## config.mk

```make
export PLATFORM = sky130hd
export DESIGN_NAME = windowed_local_extremum_detector
export DESIGN_NICKNAME = d
export VERILOG_FILES = /design/src/hw/rtl/wled_pkg.sv /design/src/hw/rtl/windowed_local_extremum_detector.sv /design/src/hw/rtl/wled_front.sv /design/src/hw/rtl/wled_queue.sv
export SDC_FILE = /design/constraint.sdc
export NUM_CORES = 2
export LEC_CHECK = 0
export BUFFER_PORTS_ARGS = -buffer_cell sky130_fd_sc_hd__buf_2
export CAP_MARGIN = 10
export CORE_ASPECT_RATIO = 0.5
export CORE_MARGIN = 5
export CORE_UTILIZATION = 65
export DETAILED_ROUTE_END_ITERATION = 6
export PLACE_DENSITY = 0.84
export SLEW_MARGIN = 20
export SYNTH_ARGS = -nofsm -noshare
export SYNTH_HDL_FRONTEND = slang
export SYNTH_SLANG_ARGS = --single-unit
```

## constraint.sdc

```tcl
create_clock -name clk_i -period 133 [get_ports clk_i]
set_clock_uncertainty 0.05 [all_clocks]
set_input_delay 26.6 -clock clk_i [delete_from_list [all_inputs] [get_ports clk_i]]
set_output_delay 26.6 -clock clk_i [all_outputs]
set_load 0.005 [all_outputs]
```

## src/hw/rtl/wled_pkg.sv

```systemverilog
// Shared constants, codes and types of the windowed local extremum detector.
`default_nettype none
package wled_pkg;

  localparam int MAX_HALF_WINDOW = 16;
  localparam int WIN_DEPTH       = 2 * MAX_HALF_WINDOW - 1;
  localparam int RAD_W           = $clog2(MAX_HALF_WINDOW + 1);
  localparam int IDX_W           = (WIN_DEPTH > 1) ? $clog2(WIN_DEPTH) : 1;
  localparam int CNT_W           = $clog2(WIN_DEPTH + 1);

  localparam int DATA_W    = 32;
  localparam int HW_W      = 5;
  localparam int SKIP_W    = 32;
  localparam int CAP_W     = 16;
  localparam int KEN_W     = 3;
  localparam int REP_W     = 17;
  localparam int KIND_W    = 2;
  localparam int CFG_IDX_W = 2;

  localparam int QDEPTH  = 4;
  localparam int QPTR_W  = $clog2(QDEPTH);
  localparam int QCNT_W  = $clog2(QDEPTH + 1);

  localparam logic [CFG_IDX_W-1:0] CFG_HALF_WINDOW    = 2'd0;
  localparam logic [CFG_IDX_W-1:0] CFG_TRANSIENT_SKIP = 2'd1;
  localparam logic [CFG_IDX_W-1:0] CFG_REPORT_CAP     = 2'd2;
  localparam logic [CFG_IDX_W-1:0] CFG_KIND_ENABLE    = 2'd3;

  localparam logic [HW_W-1:0]   RST_HALF_WINDOW    = 5'd5;
  localparam logic [SKIP_W-1:0] RST_TRANSIENT_SKIP = 32'd20000;
  localparam logic [CAP_W-1:0]  RST_REPORT_CAP     = 16'd100;
  localparam logic [KEN_W-1:0]  RST_KIND_ENABLE    = 3'd1;

  localparam logic [KIND_W-1:0] KIND_MAX  = 2'd0;
  localparam logic [KIND_W-1:0] KIND_MIN  = 2'd1;
  localparam logic [KIND_W-1:0] KIND_FLAT = 2'd2;

  typedef struct packed {
    logic [HW_W-1:0]   half_window;
    logic [SKIP_W-1:0] transient_skip;
    logic [CAP_W-1:0]  report_cap;
    logic [KEN_W-1:0]  kind_enable;
  } cfg_t;

  typedef struct packed {
    logic signed [DATA_W-1:0] position;
    logic signed [DATA_W-1:0] value;
    logic [DATA_W-1:0]        index;
    logic [KIND_W-1:0]        kind;
    logic                     last;
  } report_t;

endpackage
`default_nettype wire

```

## src/hw/rtl/windowed_local_extremum_detector.sv

```systemverilog
// Top level: configuration registers, front end and report queue.
// Each sample passes through load, a window scan with one compare per cycle, issue of
// its reports (at most 3) and the queue; a sample whose center is not evaluated skips
// scan and issue. A new sample is taken only when the last is done, and issue waits while
// the queue is full; the single window comparator serves every center.
// Queue holds 4 reports. Reset clears counters and control, sets default config; no clearing pass.
`default_nettype none
module windowed_local_extremum_detector import wled_pkg::*; (
  input  wire logic                     clk_i,
  input  wire logic                     rst_ni,
  input  wire logic                     cfg_we_i,
  input  wire logic [CFG_IDX_W-1:0]     cfg_idx_i,
  input  wire logic [DATA_W-1:0]        cfg_data_i,
  input  wire logic                     in_valid_i,
  output logic                          in_ready_o,
  input  wire logic signed [DATA_W-1:0] position_i,
  input  wire logic signed [DATA_W-1:0] sample_value_i,
  output logic                          out_valid_o,
  input  wire logic                     out_ready_i,
  output logic signed [DATA_W-1:0]      point_position_o,
  output logic signed [DATA_W-1:0]      point_value_o,
  output logic [DATA_W-1:0]             point_index_o,
  output logic [KIND_W-1:0]             point_kind_o,
  output logic                          last_of_run_o
);

  cfg_t    cfg_q;
  logic    push;
  report_t push_data;
  logic    q_full;
  report_t out_data;

  always_ff @(posedge clk_i or negedge rst_ni) begin
    if (!rst_ni) begin
      cfg_q.half_window    <= RST_HALF_WINDOW;
      cfg_q.transient_skip <= RST_TRANSIENT_SKIP;
      cfg_q.report_cap     <= RST_REPORT_CAP;
      cfg_q.kind_enable    <= RST_KIND_ENABLE;
    end else if (cfg_we_i) begin
      case (cfg_idx_i)
        CFG_HALF_WINDOW:    cfg_q.half_window    <= cfg_data_i[HW_W-1:0];
        CFG_TRANSIENT_SKIP: cfg_q.transient_skip <= cfg_data_i[SKIP_W-1:0];
        CFG_REPORT_CAP:     cfg_q.report_cap     <= cfg_data_i[CAP_W-1:0];
        CFG_KIND_ENABLE:    cfg_q.kind_enable    <= cfg_data_i[KEN_W-1:0];
        default: begin
        end
      endcase
    end
  end

  wled_front u_front (
    .clk_i          (clk_i),
    .rst_ni         (rst_ni),
    .cfg_i          (cfg_q),
    .in_valid_i     (in_valid_i),
    .in_ready_o     (in_ready_o),
    .position_i     (position_i),
    .sample_value_i (sample_value_i),
    .push_o         (push),
    .push_data_o    (push_data),
    .q_full_i       (q_full)
  );

  wled_queue u_queue (
    .clk_i       (clk_i),
    .rst_ni      (rst_ni),
    .push_i      (push),
    .push_data_i (push_data),
    .full_o      (q_full),
    .out_valid_o (out_valid_o),
    .out_ready_i (out_ready_i),
    .out_data_o  (out_data)
  );

  assign point_position_o = out_data.position;
  assign point_value_o    = out_data.value;
  assign point_index_o    = out_data.index;
  assign point_kind_o     = out_data.kind;
  assign last_of_run_o    = out_data.last;

endmodule
`default_nettype wire

```

## src/hw/rtl/wled_front.sv

```systemverilog
// Front end: sample window, center scan, classification and report issue.
`default_nettype none
module wled_front import wled_pkg::*; (
  input  wire logic                     clk_i,
  input  wire logic                     rst_ni,
  input  wire cfg_t                     cfg_i,
  input  wire logic                     in_valid_i,
  output logic                          in_ready_o,
  input  wire logic signed [DATA_W-1:0] position_i,
  input  wire logic signed [DATA_W-1:0] sample_value_i,
  output logic                          push_o,
  output report_t                       push_data_o,
  input  wire logic                     q_full_i
);

  localparam logic [1:0] ST_IDLE = 2'd0;
  localparam logic [1:0] ST_LOAD = 2'd1;
  localparam logic [1:0] ST_SCAN = 2'd2;
  localparam logic [1:0] ST_EMIT = 2'd3;

  logic [1:0] state_q, state_d;

  logic [DATA_W-1:0] val_win_q [WIN_DEPTH];
  logic [DATA_W-1:0] pos_win_q [WIN_DEPTH];

  logic [DATA_W-1:0] samples_q, samples_d;
  logic [DATA_W-1:0] cidx_q, cidx_d;
  logic              ok_q, ok_d;
  logic [DATA_W-1:0] cval_q, cval_d;
  logic [DATA_W-1:0] cpos_q, cpos_d;
  logic [IDX_W-1:0]  j_q, j_d;
  logic [CNT_W-1:0]  below_q, below_d, above_q, above_d, equal_q, equal_d;
  logic [2:0]        hits_q, hits_d;
  logic [REP_W-1:0]  reports_q, reports_d;

  logic [RAD_W-1:0]  r;
  logic [CNT_W-1:0]  span, span_m1;
  logic [IDX_W-1:0]  ctr_idx, rd_addr;
  logic [DATA_W-1:0] rd_val, rd_pos;
  logic              accept, eval;
  logic [2:0]        hits_rest;

  always_comb begin
    if (cfg_i.half_window == '0) begin
      r = RAD_W'(1);
    end else if (int'(cfg_i.half_window) > MAX_HALF_WINDOW) begin
      r = RAD_W'(MAX_HALF_WINDOW);
    end else begin
      r = RAD_W'(cfg_i.half_window);
    end
  end

  assign span    = CNT_W'({CNT_W'(r), 1'b0} - 1'b1);
  assign span_m1 = span - 1'b1;
  assign ctr_idx = IDX_W'(r - 1'b1);

  assign rd_addr = (state_q == ST_LOAD) ? ctr_idx : j_q;
  assign rd_val  = val_win_q[rd_addr];
  assign rd_pos  = pos_win_q[rd_addr];

  assign in_ready_o = (state_q == ST_IDLE);
  assign accept     = in_valid_i && in_ready_o;

  assign eval = ok_q && (cidx_q >= DATA_W'(span_m1)) && (cidx_q >= cfg_i.transient_skip)
                && (reports_q < REP_W'(cfg_i.report_cap));

  assign hits_rest = hits_q & (hits_q - 3'd1);

  always_comb begin
    push_data_o.position = cpos_q;
    push_data_o.value    = cval_q;
    push_data_o.index    = cidx_q;
    push_data_o.last     = (hits_rest == '0);
    if (hits_q[0]) begin
      push_data_o.kind = KIND_MAX;
    end else if (hits_q[1]) begin
      push_data_o.kind = KIND_MIN;
    end else begin
      push_data_o.kind = KIND_FLAT;
    end
  end

  always_comb begin
    state_d   = state_q;
    samples_d = samples_q;
    cidx_d    = cidx_q;
    ok_d      = ok_q;
    cval_d    = cval_q;
    cpos_d    = cpos_q;
    j_d       = j_q;
    below_d   = below_q;
    above_d   = above_q;
    equal_d   = equal_q;
    hits_d    = hits_q;
    reports_d = reports_q;
    push_o    = 1'b0;
    case (state_q)
      ST_IDLE: begin
        if (accept) begin
          ok_d    = 1'b0;
          cidx_d  = samples_q - DATA_W'(ctr_idx);
          if (samples_q != '1) begin
            samples_d = samples_q + 1'b1;
            ok_d      = (samples_q >= DATA_W'(ctr_idx));
          end
          state_d = ST_LOAD;
        end
      end
      ST_LOAD: begin
        cval_d  = rd_val;
        cpos_d  = rd_pos;
        j_d     = '0;
        below_d = '0;
        above_d = '0;
        equal_d = '0;
        state_d = eval ? ST_SCAN : ST_IDLE;
      end
      ST_SCAN: begin
        if ($signed(cval_q) > $signed(rd_val)) begin
          below_d = below_q + 1'b1;
        end else if ($signed(cval_q) < $signed(rd_val)) begin
          above_d = above_q + 1'b1;
        end else begin
          equal_d = equal_q + 1'b1;
        end
        j_d = j_q + 1'b1;
        if (CNT_W'(j_q) == span_m1) begin
          hits_d[0] = (below_d == span_m1) && cfg_i.kind_enable[0];
          hits_d[1] = (above_d == span_m1) && cfg_i.kind_enable[1];
          hits_d[2] = (equal_d == span)    && cfg_i.kind_enable[2];
          state_d   = ST_EMIT;
        end
      end
      ST_EMIT: begin
        if (hits_q == '0) begin
          state_d = ST_IDLE;
        end else if (!q_full_i) begin
          push_o    = 1'b1;
          reports_d = reports_q + 1'b1;
          hits_d    = hits_rest;
          if (hits_rest == '0) begin
            state_d = ST_IDLE;
          end
        end
      end
      default: begin
        state_d = ST_IDLE;
      end
    endcase
  end

  always_ff @(posedge clk_i or negedge rst_ni) begin
    if (!rst_ni) begin
      state_q   <= ST_IDLE;
      samples_q <= '0;
      reports_q <= '0;
      ok_q      <= 1'b0;
      hits_q    <= '0;
      j_q       <= '0;
    end else begin
      state_q   <= state_d;
      samples_q <= samples_d;
      reports_q <= reports_d;
      ok_q      <= ok_d;
      hits_q    <= hits_d;
      j_q       <= j_d;
    end
  end

  always_ff @(posedge clk_i) begin
    cidx_q  <= cidx_d;
    cval_q  <= cval_d;
    cpos_q  <= cpos_d;
    below_q <= below_d;
    above_q <= above_d;
    equal_q <= equal_d;
  end

  // advance the window, newest sample at entry zero
  always_ff @(posedge clk_i) begin
    if (accept) begin
      val_win_q[0] <= sample_value_i;
      pos_win_q[0] <= position_i;
      for (int i = 1; i < WIN_DEPTH; i++) begin
        val_win_q[i] <= val_win_q[i-1];
        pos_win_q[i] <= pos_win_q[i-1];
      end
    end
  end

  a_push_room: assert property (@(posedge clk_i) disable iff (!rst_ni)
    push_o |-> !q_full_i)
    else $error("report issued into a full queue");

  a_report_count: assert property (@(posedge clk_i) disable iff (!rst_ni)
    push_o |=> reports_q == $past(reports_q) + 1'b1)
    else $error("report count out of step with issued reports");

  a_scan_bound: assert property (@(posedge clk_i) disable iff (!rst_ni)
    (state_q == ST_SCAN) |-> (CNT_W'(j_q) <= span_m1))
    else $error("scan index ran past the window");

endmodule
`default_nettype wire

```

## src/hw/rtl/wled_queue.sv

```systemverilog
// Back end: report queue that drives the result channel.
`default_nettype none
module wled_queue import wled_pkg::*; (
  input  wire logic    clk_i,
  input  wire logic    rst_ni,
  input  wire logic    push_i,
  input  wire report_t push_data_i,
  output logic         full_o,
  output logic         out_valid_o,
  input  wire logic    out_ready_i,
  output report_t      out_data_o
);

  report_t            mem_q [QDEPTH];
  logic [QPTR_W-1:0]  wr_ptr_q, rd_ptr_q;
  logic [QCNT_W-1:0]  count_q;
  logic               pop;

  assign full_o      = (count_q == QCNT_W'(QDEPTH));
  assign out_valid_o = (count_q != '0);
  assign out_data_o  = mem_q[rd_ptr_q];
  assign pop         = out_valid_o && out_ready_i;

  always_ff @(posedge clk_i) begin
    if (push_i) begin
      mem_q[wr_ptr_q] <= push_data_i;
    end
  end

  always_ff @(posedge clk_i or negedge rst_ni) begin
    if (!rst_ni) begin
      wr_ptr_q <= '0;
      rd_ptr_q <= '0;
      count_q  <= '0;
    end else begin
      if (push_i) begin
        wr_ptr_q <= wr_ptr_q + 1'b1;
      end
      if (pop) begin
        rd_ptr_q <= rd_ptr_q + 1'b1;
      end
      if (push_i && !pop) begin
        count_q <= count_q + 1'b1;
      end else if (pop && !push_i) begin
        count_q <= count_q - 1'b1;
      end
    end
  end

  a_count_bound: assert property (@(posedge clk_i) disable iff (!rst_ni)
    count_q <= QCNT_W'(QDEPTH))
    else $error("queue occupancy beyond depth");

  a_drain: assert property (@(posedge clk_i) disable iff (!rst_ni)
    (pop && !push_i) |=> count_q == $past(count_q) - 1'b1)
    else $error("queue occupancy not reduced on drain");

endmodule
`default_nettype wire

```

After elaboration in Yosys (flattened, before gate mapping)
Memories as Yosys holds them, arrays and structs flattened. A register that Yosys moved wholly into a read port is not among the register bits.
Index checks and enable logic that the tools add are counted.
{ "word_totals": {"mem_count": 3, "reg_bits": 202, "in_bits": 103, "word_cells": 132, "ram_bits": 2380, "output_inout_bits": 101} }
{ "op_classes": {"n_eq_ne": 18, "mux": 38, "reduce_logical": 30, "order_cmp": 7, "bitwise": 3, "n_addsub": 15} }
{ "mem_list": {"columns": ["memory", "depth", "width", "read_ports", "rd_clocked_by_memory_dff", "write_ports", "line_no", "text"], "rows": [
  ["u_front.pos_win_q", 31, 32, 31, 1, 31, "wled_front.sv:24", "logic [DATA_W-1:0] pos_win_q [WIN_DEPTH];"],
  ["u_front.val_win_q", 31, 32, 31, 0, 31, "wled_front.sv:23", "logic [DATA_W-1:0] val_win_q [WIN_DEPTH];"],
  ["u_queue.mem_q", 4, 99, 1, 0, 1, "wled_queue.sv:14", "report_t mem_q [QDEPTH];"]
]} }
{ "op_table": {"columns": ["operator", "count"], "rows": [
  ["greater-or-equal comparator 32 x 5 -> 1 bit", 2],
  ["two-way mux 5 bit", 11],
  ["case mux 5 bit (2 select lines)", 4],
  ["adder 32 x 1 -> 32 bit, second input constant", 1],
  ["greater-or-equal comparator 32 bit", 1],
  ["greater-than comparator 32 bit", 1],
  ["less-than comparator 32 bit", 1],
  ["!= test 32 bit, second input constant", 1],
  ["subtractor 32 x 5 -> 32 bit", 1],
  ["adder 5 x 1 -> 5 bit, second input constant", 4],
  ["== test 5 bit", 4],
  ["adder 17 x 1 -> 17 bit, second input constant", 1],
  ["less-than comparator 17 x 16 -> 1 bit", 1],
  ["two-way mux 2 bit", 8],
  ["two-way mux 3 bit", 5],
  ["subtractor 5 x 1 -> 5 bit, second input constant", 3],
  ["logical AND 1 bit", 10],
  ["AND reduction 2 bit", 5],
  ["== test 2 bit, second input constant", 4],
  ["two-way mux 1 bit", 8],
  ["case mux 2 bit (4 select lines)", 1],
  ["AND reduction 4 bit", 2],
  ["zero test 3 bit", 2],
  ["!= test 2 bit, second input constant", 3],
  ["other kinds (18)", 27]
]} }

Depth between registers and ports, before layout
An unclocked memory read counts as a cell.
{ "depth": {"depth_word": 14, "mapped_depth": 26, "ltp_nobuf": 21} }

Hierarchy
A second synthesis with hierarchy kept.
{ "hier_totals": {"hier_cells": 5261, "area_unflattened_um2": 102682.2} }
{ "by_module_without_submodules": {"columns": ["module", "cells_each", "instances", "seq_area_each_um2", "area_each_um2"], "rows": [
  ["wled_front", 4590, 1, 64411.8, 85672.2],
  ["wled_queue", 551, 1, 12066.6, 14690.3],
  ["windowed_local_extremum_detector", 120, 1, 1415.1, 2319.7]
]} }

Worst setup path before layout
Ideal clock, no wire load.
{ "synth_timing": {"path_type": "input -> register", "startpoint": "input port in_valid_i", "endpoint": "register u_front.cidx_q[0], enable pin", "setup_ps": 2337, "slack_ps": 65119, "arrival_ps": 65494, "t_required_ps": 130613, "n_path_buf": 0, "cell_stages": 2, "path_cell_list": "nand2_1 inv_1"} }
{ "synth_via": {"elab_chain_len": 2} }
{ "synth_lines": {"columns": ["element", "line_no", "text"], "rows": [
  ["start: declaration", "windowed_local_extremum_detector.sv:14", "input wire logic in_valid_i,"],
  ["logical AND 1 bit", "wled_front.sv:62", "assign accept = in_valid_i && in_ready_o;"],
  ["net u_front.accept", "wled_front.sv:40", "logic accept, eval;"],
  ["AND reduction 2 bit (no source line)", null, null],
  ["end signal: assignment", "wled_front.sv:171", "cidx_q <= cidx_d;"],
  ["end: declaration", "wled_front.sv:27", "logic [DATA_W-1:0] cidx_q, cidx_d;"]
]} }
The timed path passes the listed nets, and every way through them passes these cells.
A chain may end at the register's enable or synchronous reset.

==> impl_metrics.json <==
{
  "required_ns": 133.43,
  "postCtsHoldBufs": 0,
  "instances_no_fill": 7867,
  "hold_viol": 0,
  "root_buffer": "clkbuf_16",
  "cts-htree-levels": 4,
  "dp_hpwl_um": 119000,
  "ant_nets": 0,
  "antenna_found_initial": 14,
  "max_freq_ghz": 0.0317,
  "ff_latch_area_um2": 77900,
  "yosys-top-cells-area": "edfxtp_1, mux4_2, nand2_1, dfrtp_1, ha_1",
  "cts_setup_buffers": 0,
  "status": "finished, final reports clean",
  "port-buffer-count": 203,
  "numCtsBuffers": 214,
  "async_flop_share_pct": 4.71,
  "yosys.area.top_type": "edfxtp_1",
  "syn_nets": 5592,
  "synth_warnings": 0,
  "critPathKind": "input port to flop",
  "yosysSeqAreaShare_pct": 75.9,
  "timing.final.crit_share_pct": 23.7,
  "ctsResizeCount": 0,
  "syn-cell-area_um2": 103000,
  "fin_util_pct": 71.5,
  "grt_max_degree": 213,
  "synth_top_area_share_pct": 72.9,
  "synthCells": 5385,
  "p_total_mw": 3.03,
  "start_util_pct": 65.2,
  "die_w_um": 572,
  "power.density_nw_per_um2": 26.9,
  "core_region_area_um2": 157000,
  "clock_tree.buffer_depth": 4,
  "clock_latency_ns": 0.86,
  "dieArea_um2": 166000,
  "syn_avg_cell_area_um2": 19.1,
  "drtIter0Drc": 7027,
  "viasPerCell": 6.74,
  "slew_violations": 0,
  "multiInputGateArea_um2": 23400,
  "cp_max_fo": 146,
  "drive_gt1_share_pct": 21.2,
  "cts_tree": "yes",
  "end_kind": "flop",
  "via_count": 53027,
  "rows": 103,
  "drv_cap": 0,
  "ys.flop_type": "edfxtp_1",
  "p_leak_nw": 37.8,
  "synth_edf_count": 2491,
  "clock-sinks": 2614,
  "max_slew_margin_pct": 20.9,
  "yosysMostFrequentCell": "edfxtp_1",
  "fillers": 8530,
  "route.detailed.drc": 0,
  "io_pins": 204,
  "hold_class": "flop to flop",
  "grt-ovfl-total": 0,
  "grt_pass1_wl_um": 339000,
  "setup_viol": 0,
  "crit_path_start_kind": "input port",
  "ir_worst_vdd_mv": 0.0291,
  "gr-usage-all-layers_pct": 26.8,
  "first_pass_iters": 6,
  "die_h_um": 291,
  "place_inst": 7476,
  "wl_per_cell_um": 28.5,
  "synth_seq_cells": 2614,
  "area_delta_synth_final_pct": 9.62,
  "path_clk_slew_ns": 0.07,
  "tightest_slew_ns": 1.19,
  "grt_pass1_vias": 54414,
  "rsz0062_at_grt": "false",
  "drt_wl_total_um": 224000,
  "ys_types": 74,
  "gp_congestion": 0.834,
  "nets": 5799,
  "worstPathArrival_ns": 31.94,
  "post-route-min-period_ns": 31.50,
  "synth_common_cells": "edfxtp_1, nand2_1, mux4_2",
  "tns_ns": 0
}
-- critical path, stage by stage --
cell and delay [ns]:
buf_2 0.09, nand2_1 0.35, inv_8 0.86, buf_4 0.92, buf_4 0.89, buf_4 0.90
buf_4 0.94
-- cells in the final DEF (no fill, tap or decap), types with 49 or more instances in the layout --
master	count
a21oi_1	227
a311oi_1	64
buf_2	202
buf_4	59
clkbuf_16	216
clkinv_1	49
dfrtp_1	110
edfxtp_1	2491
ha_1	102
inv_1	66
mux2_2	59
mux4_2	547
nand2_1	768
nor2_1	123
o211ai_1	65
o21ai_0	81
xnor2_1	68
-- path summary, 6_finish.rpt --
check | cells after the start | from | slack, ns | to
setup / recovery | 7 | in_valid_i | 101.50 | u_front.pos_win_q[0][15]
hold / removal | 0 | u_front.val_win_q[20][14] | 0.36 | u_front.val_win_q[21][14]
setup reg to reg | 23 | cfg_q[53] | 124.65 | u_front.hits_q[1]
hold reg to reg | 0 | u_front.val_win_q[20][14] | 0.36 | u_front.val_win_q[21][14]
max in group asynchronous | 2 | rst_ni | 105.91 | u_queue.rd_ptr_q[1]
min in group asynchronous | 1 | rst_ni | 25.70 | cfg_q[11]
-- cell type report --
class	instances	area share, %
repair buffers	270	1.43
diodes	6	0.0133
clock inverters	121	1.01
inverters	68	0.233
multi-input cells	2424	20.8
flip-flops and latches	2614	69.2
clock buffers	264	5.01
well taps	2100	2.33
-- cell families (layout without fill, tap and decap cells) --
family | Yosys count | in the layout | share of synthesized area (%)
and+or+nand+nor | 1059 | 1059 | 4.32
buffers and inverters | 347 | 723 | 1.50
muxes | 614 | 614 | 12.7
adders and majority gates | 106 | 106 | 1.29
xor gates and xnor gates | 115 | 115 | 1.02
AOI/OAI and AO/OA | 530 | 530 | 3.26
DFF | 2614 | 2614 | 75.9
other | 0 | 6 | 0
-- registers in the layout, summed over array words and instances (netlist names), named ones only --
name               flops
u_queue.mem_q        396
u_front.below_q        5
u_front.state_q        1
u_front.val_win_q    992
u_front.equal_q        5
u_front.j_q            5
u_front.samples_q     32
u_front.reports_q     17
u_queue.wr_ptr_q       2
u_queue.count_q        3
u_front.ok_q           1
u_front.cidx_q        32
u_front.above_q        5
u_queue.rd_ptr_q       2
u_front.pos_win_q    992
u_front.hits_q         3
cfg_q                 56
u_front.cval_q        32
u_front.cpos_q        32
-- stage by stage --
| stage | area, µm² | setup slack, ns | hold slack, ns |
|---|---|---|---|
| 6_report | 113000 | 101.50 | 0.363 |
| 3_5_place_dp | 106000 | 100.75 | 0.377 |
| 2_1_floorplan | 103000 | 65.12 | 0.371 |
| 5_1_grt | 113000 | 101.32 | 0.367 |
| 4_1_cts | 113000 | 101.68 | 0.357 |
| 3_3_place_gp | 106000 | 101.16 | 0.373 |
-- power by group --
part | switching, mW | total (mW) | internal (mW)
sequential | 0.139 | 1.35 | 1.21
combinational | 0.646 | 1.05 | 0.405
clock | 0.291 | 0.632 | 0.340
total | 1.08 | 3.03 | 1.95
-- layer usage --
| layer | track usage [%] | up-vias | share of wire (%) | wire length [µm] |
|---|---|---|---|---|
| met4 | 9.22 | 6 | 3.7 | 8240 |
| met3 | 4.60 | 491 | 8.1 | 18100 |
| met5 | 0 | - | 0.018 | 40 |
| met2 | 44.6 | 3184 | 51 | 114000 |
| li1 | - | 21826 | - | - |
| met1 | 36.6 | 27520 | 37 | 83600 |
Power figures use the tool's default switching activity.
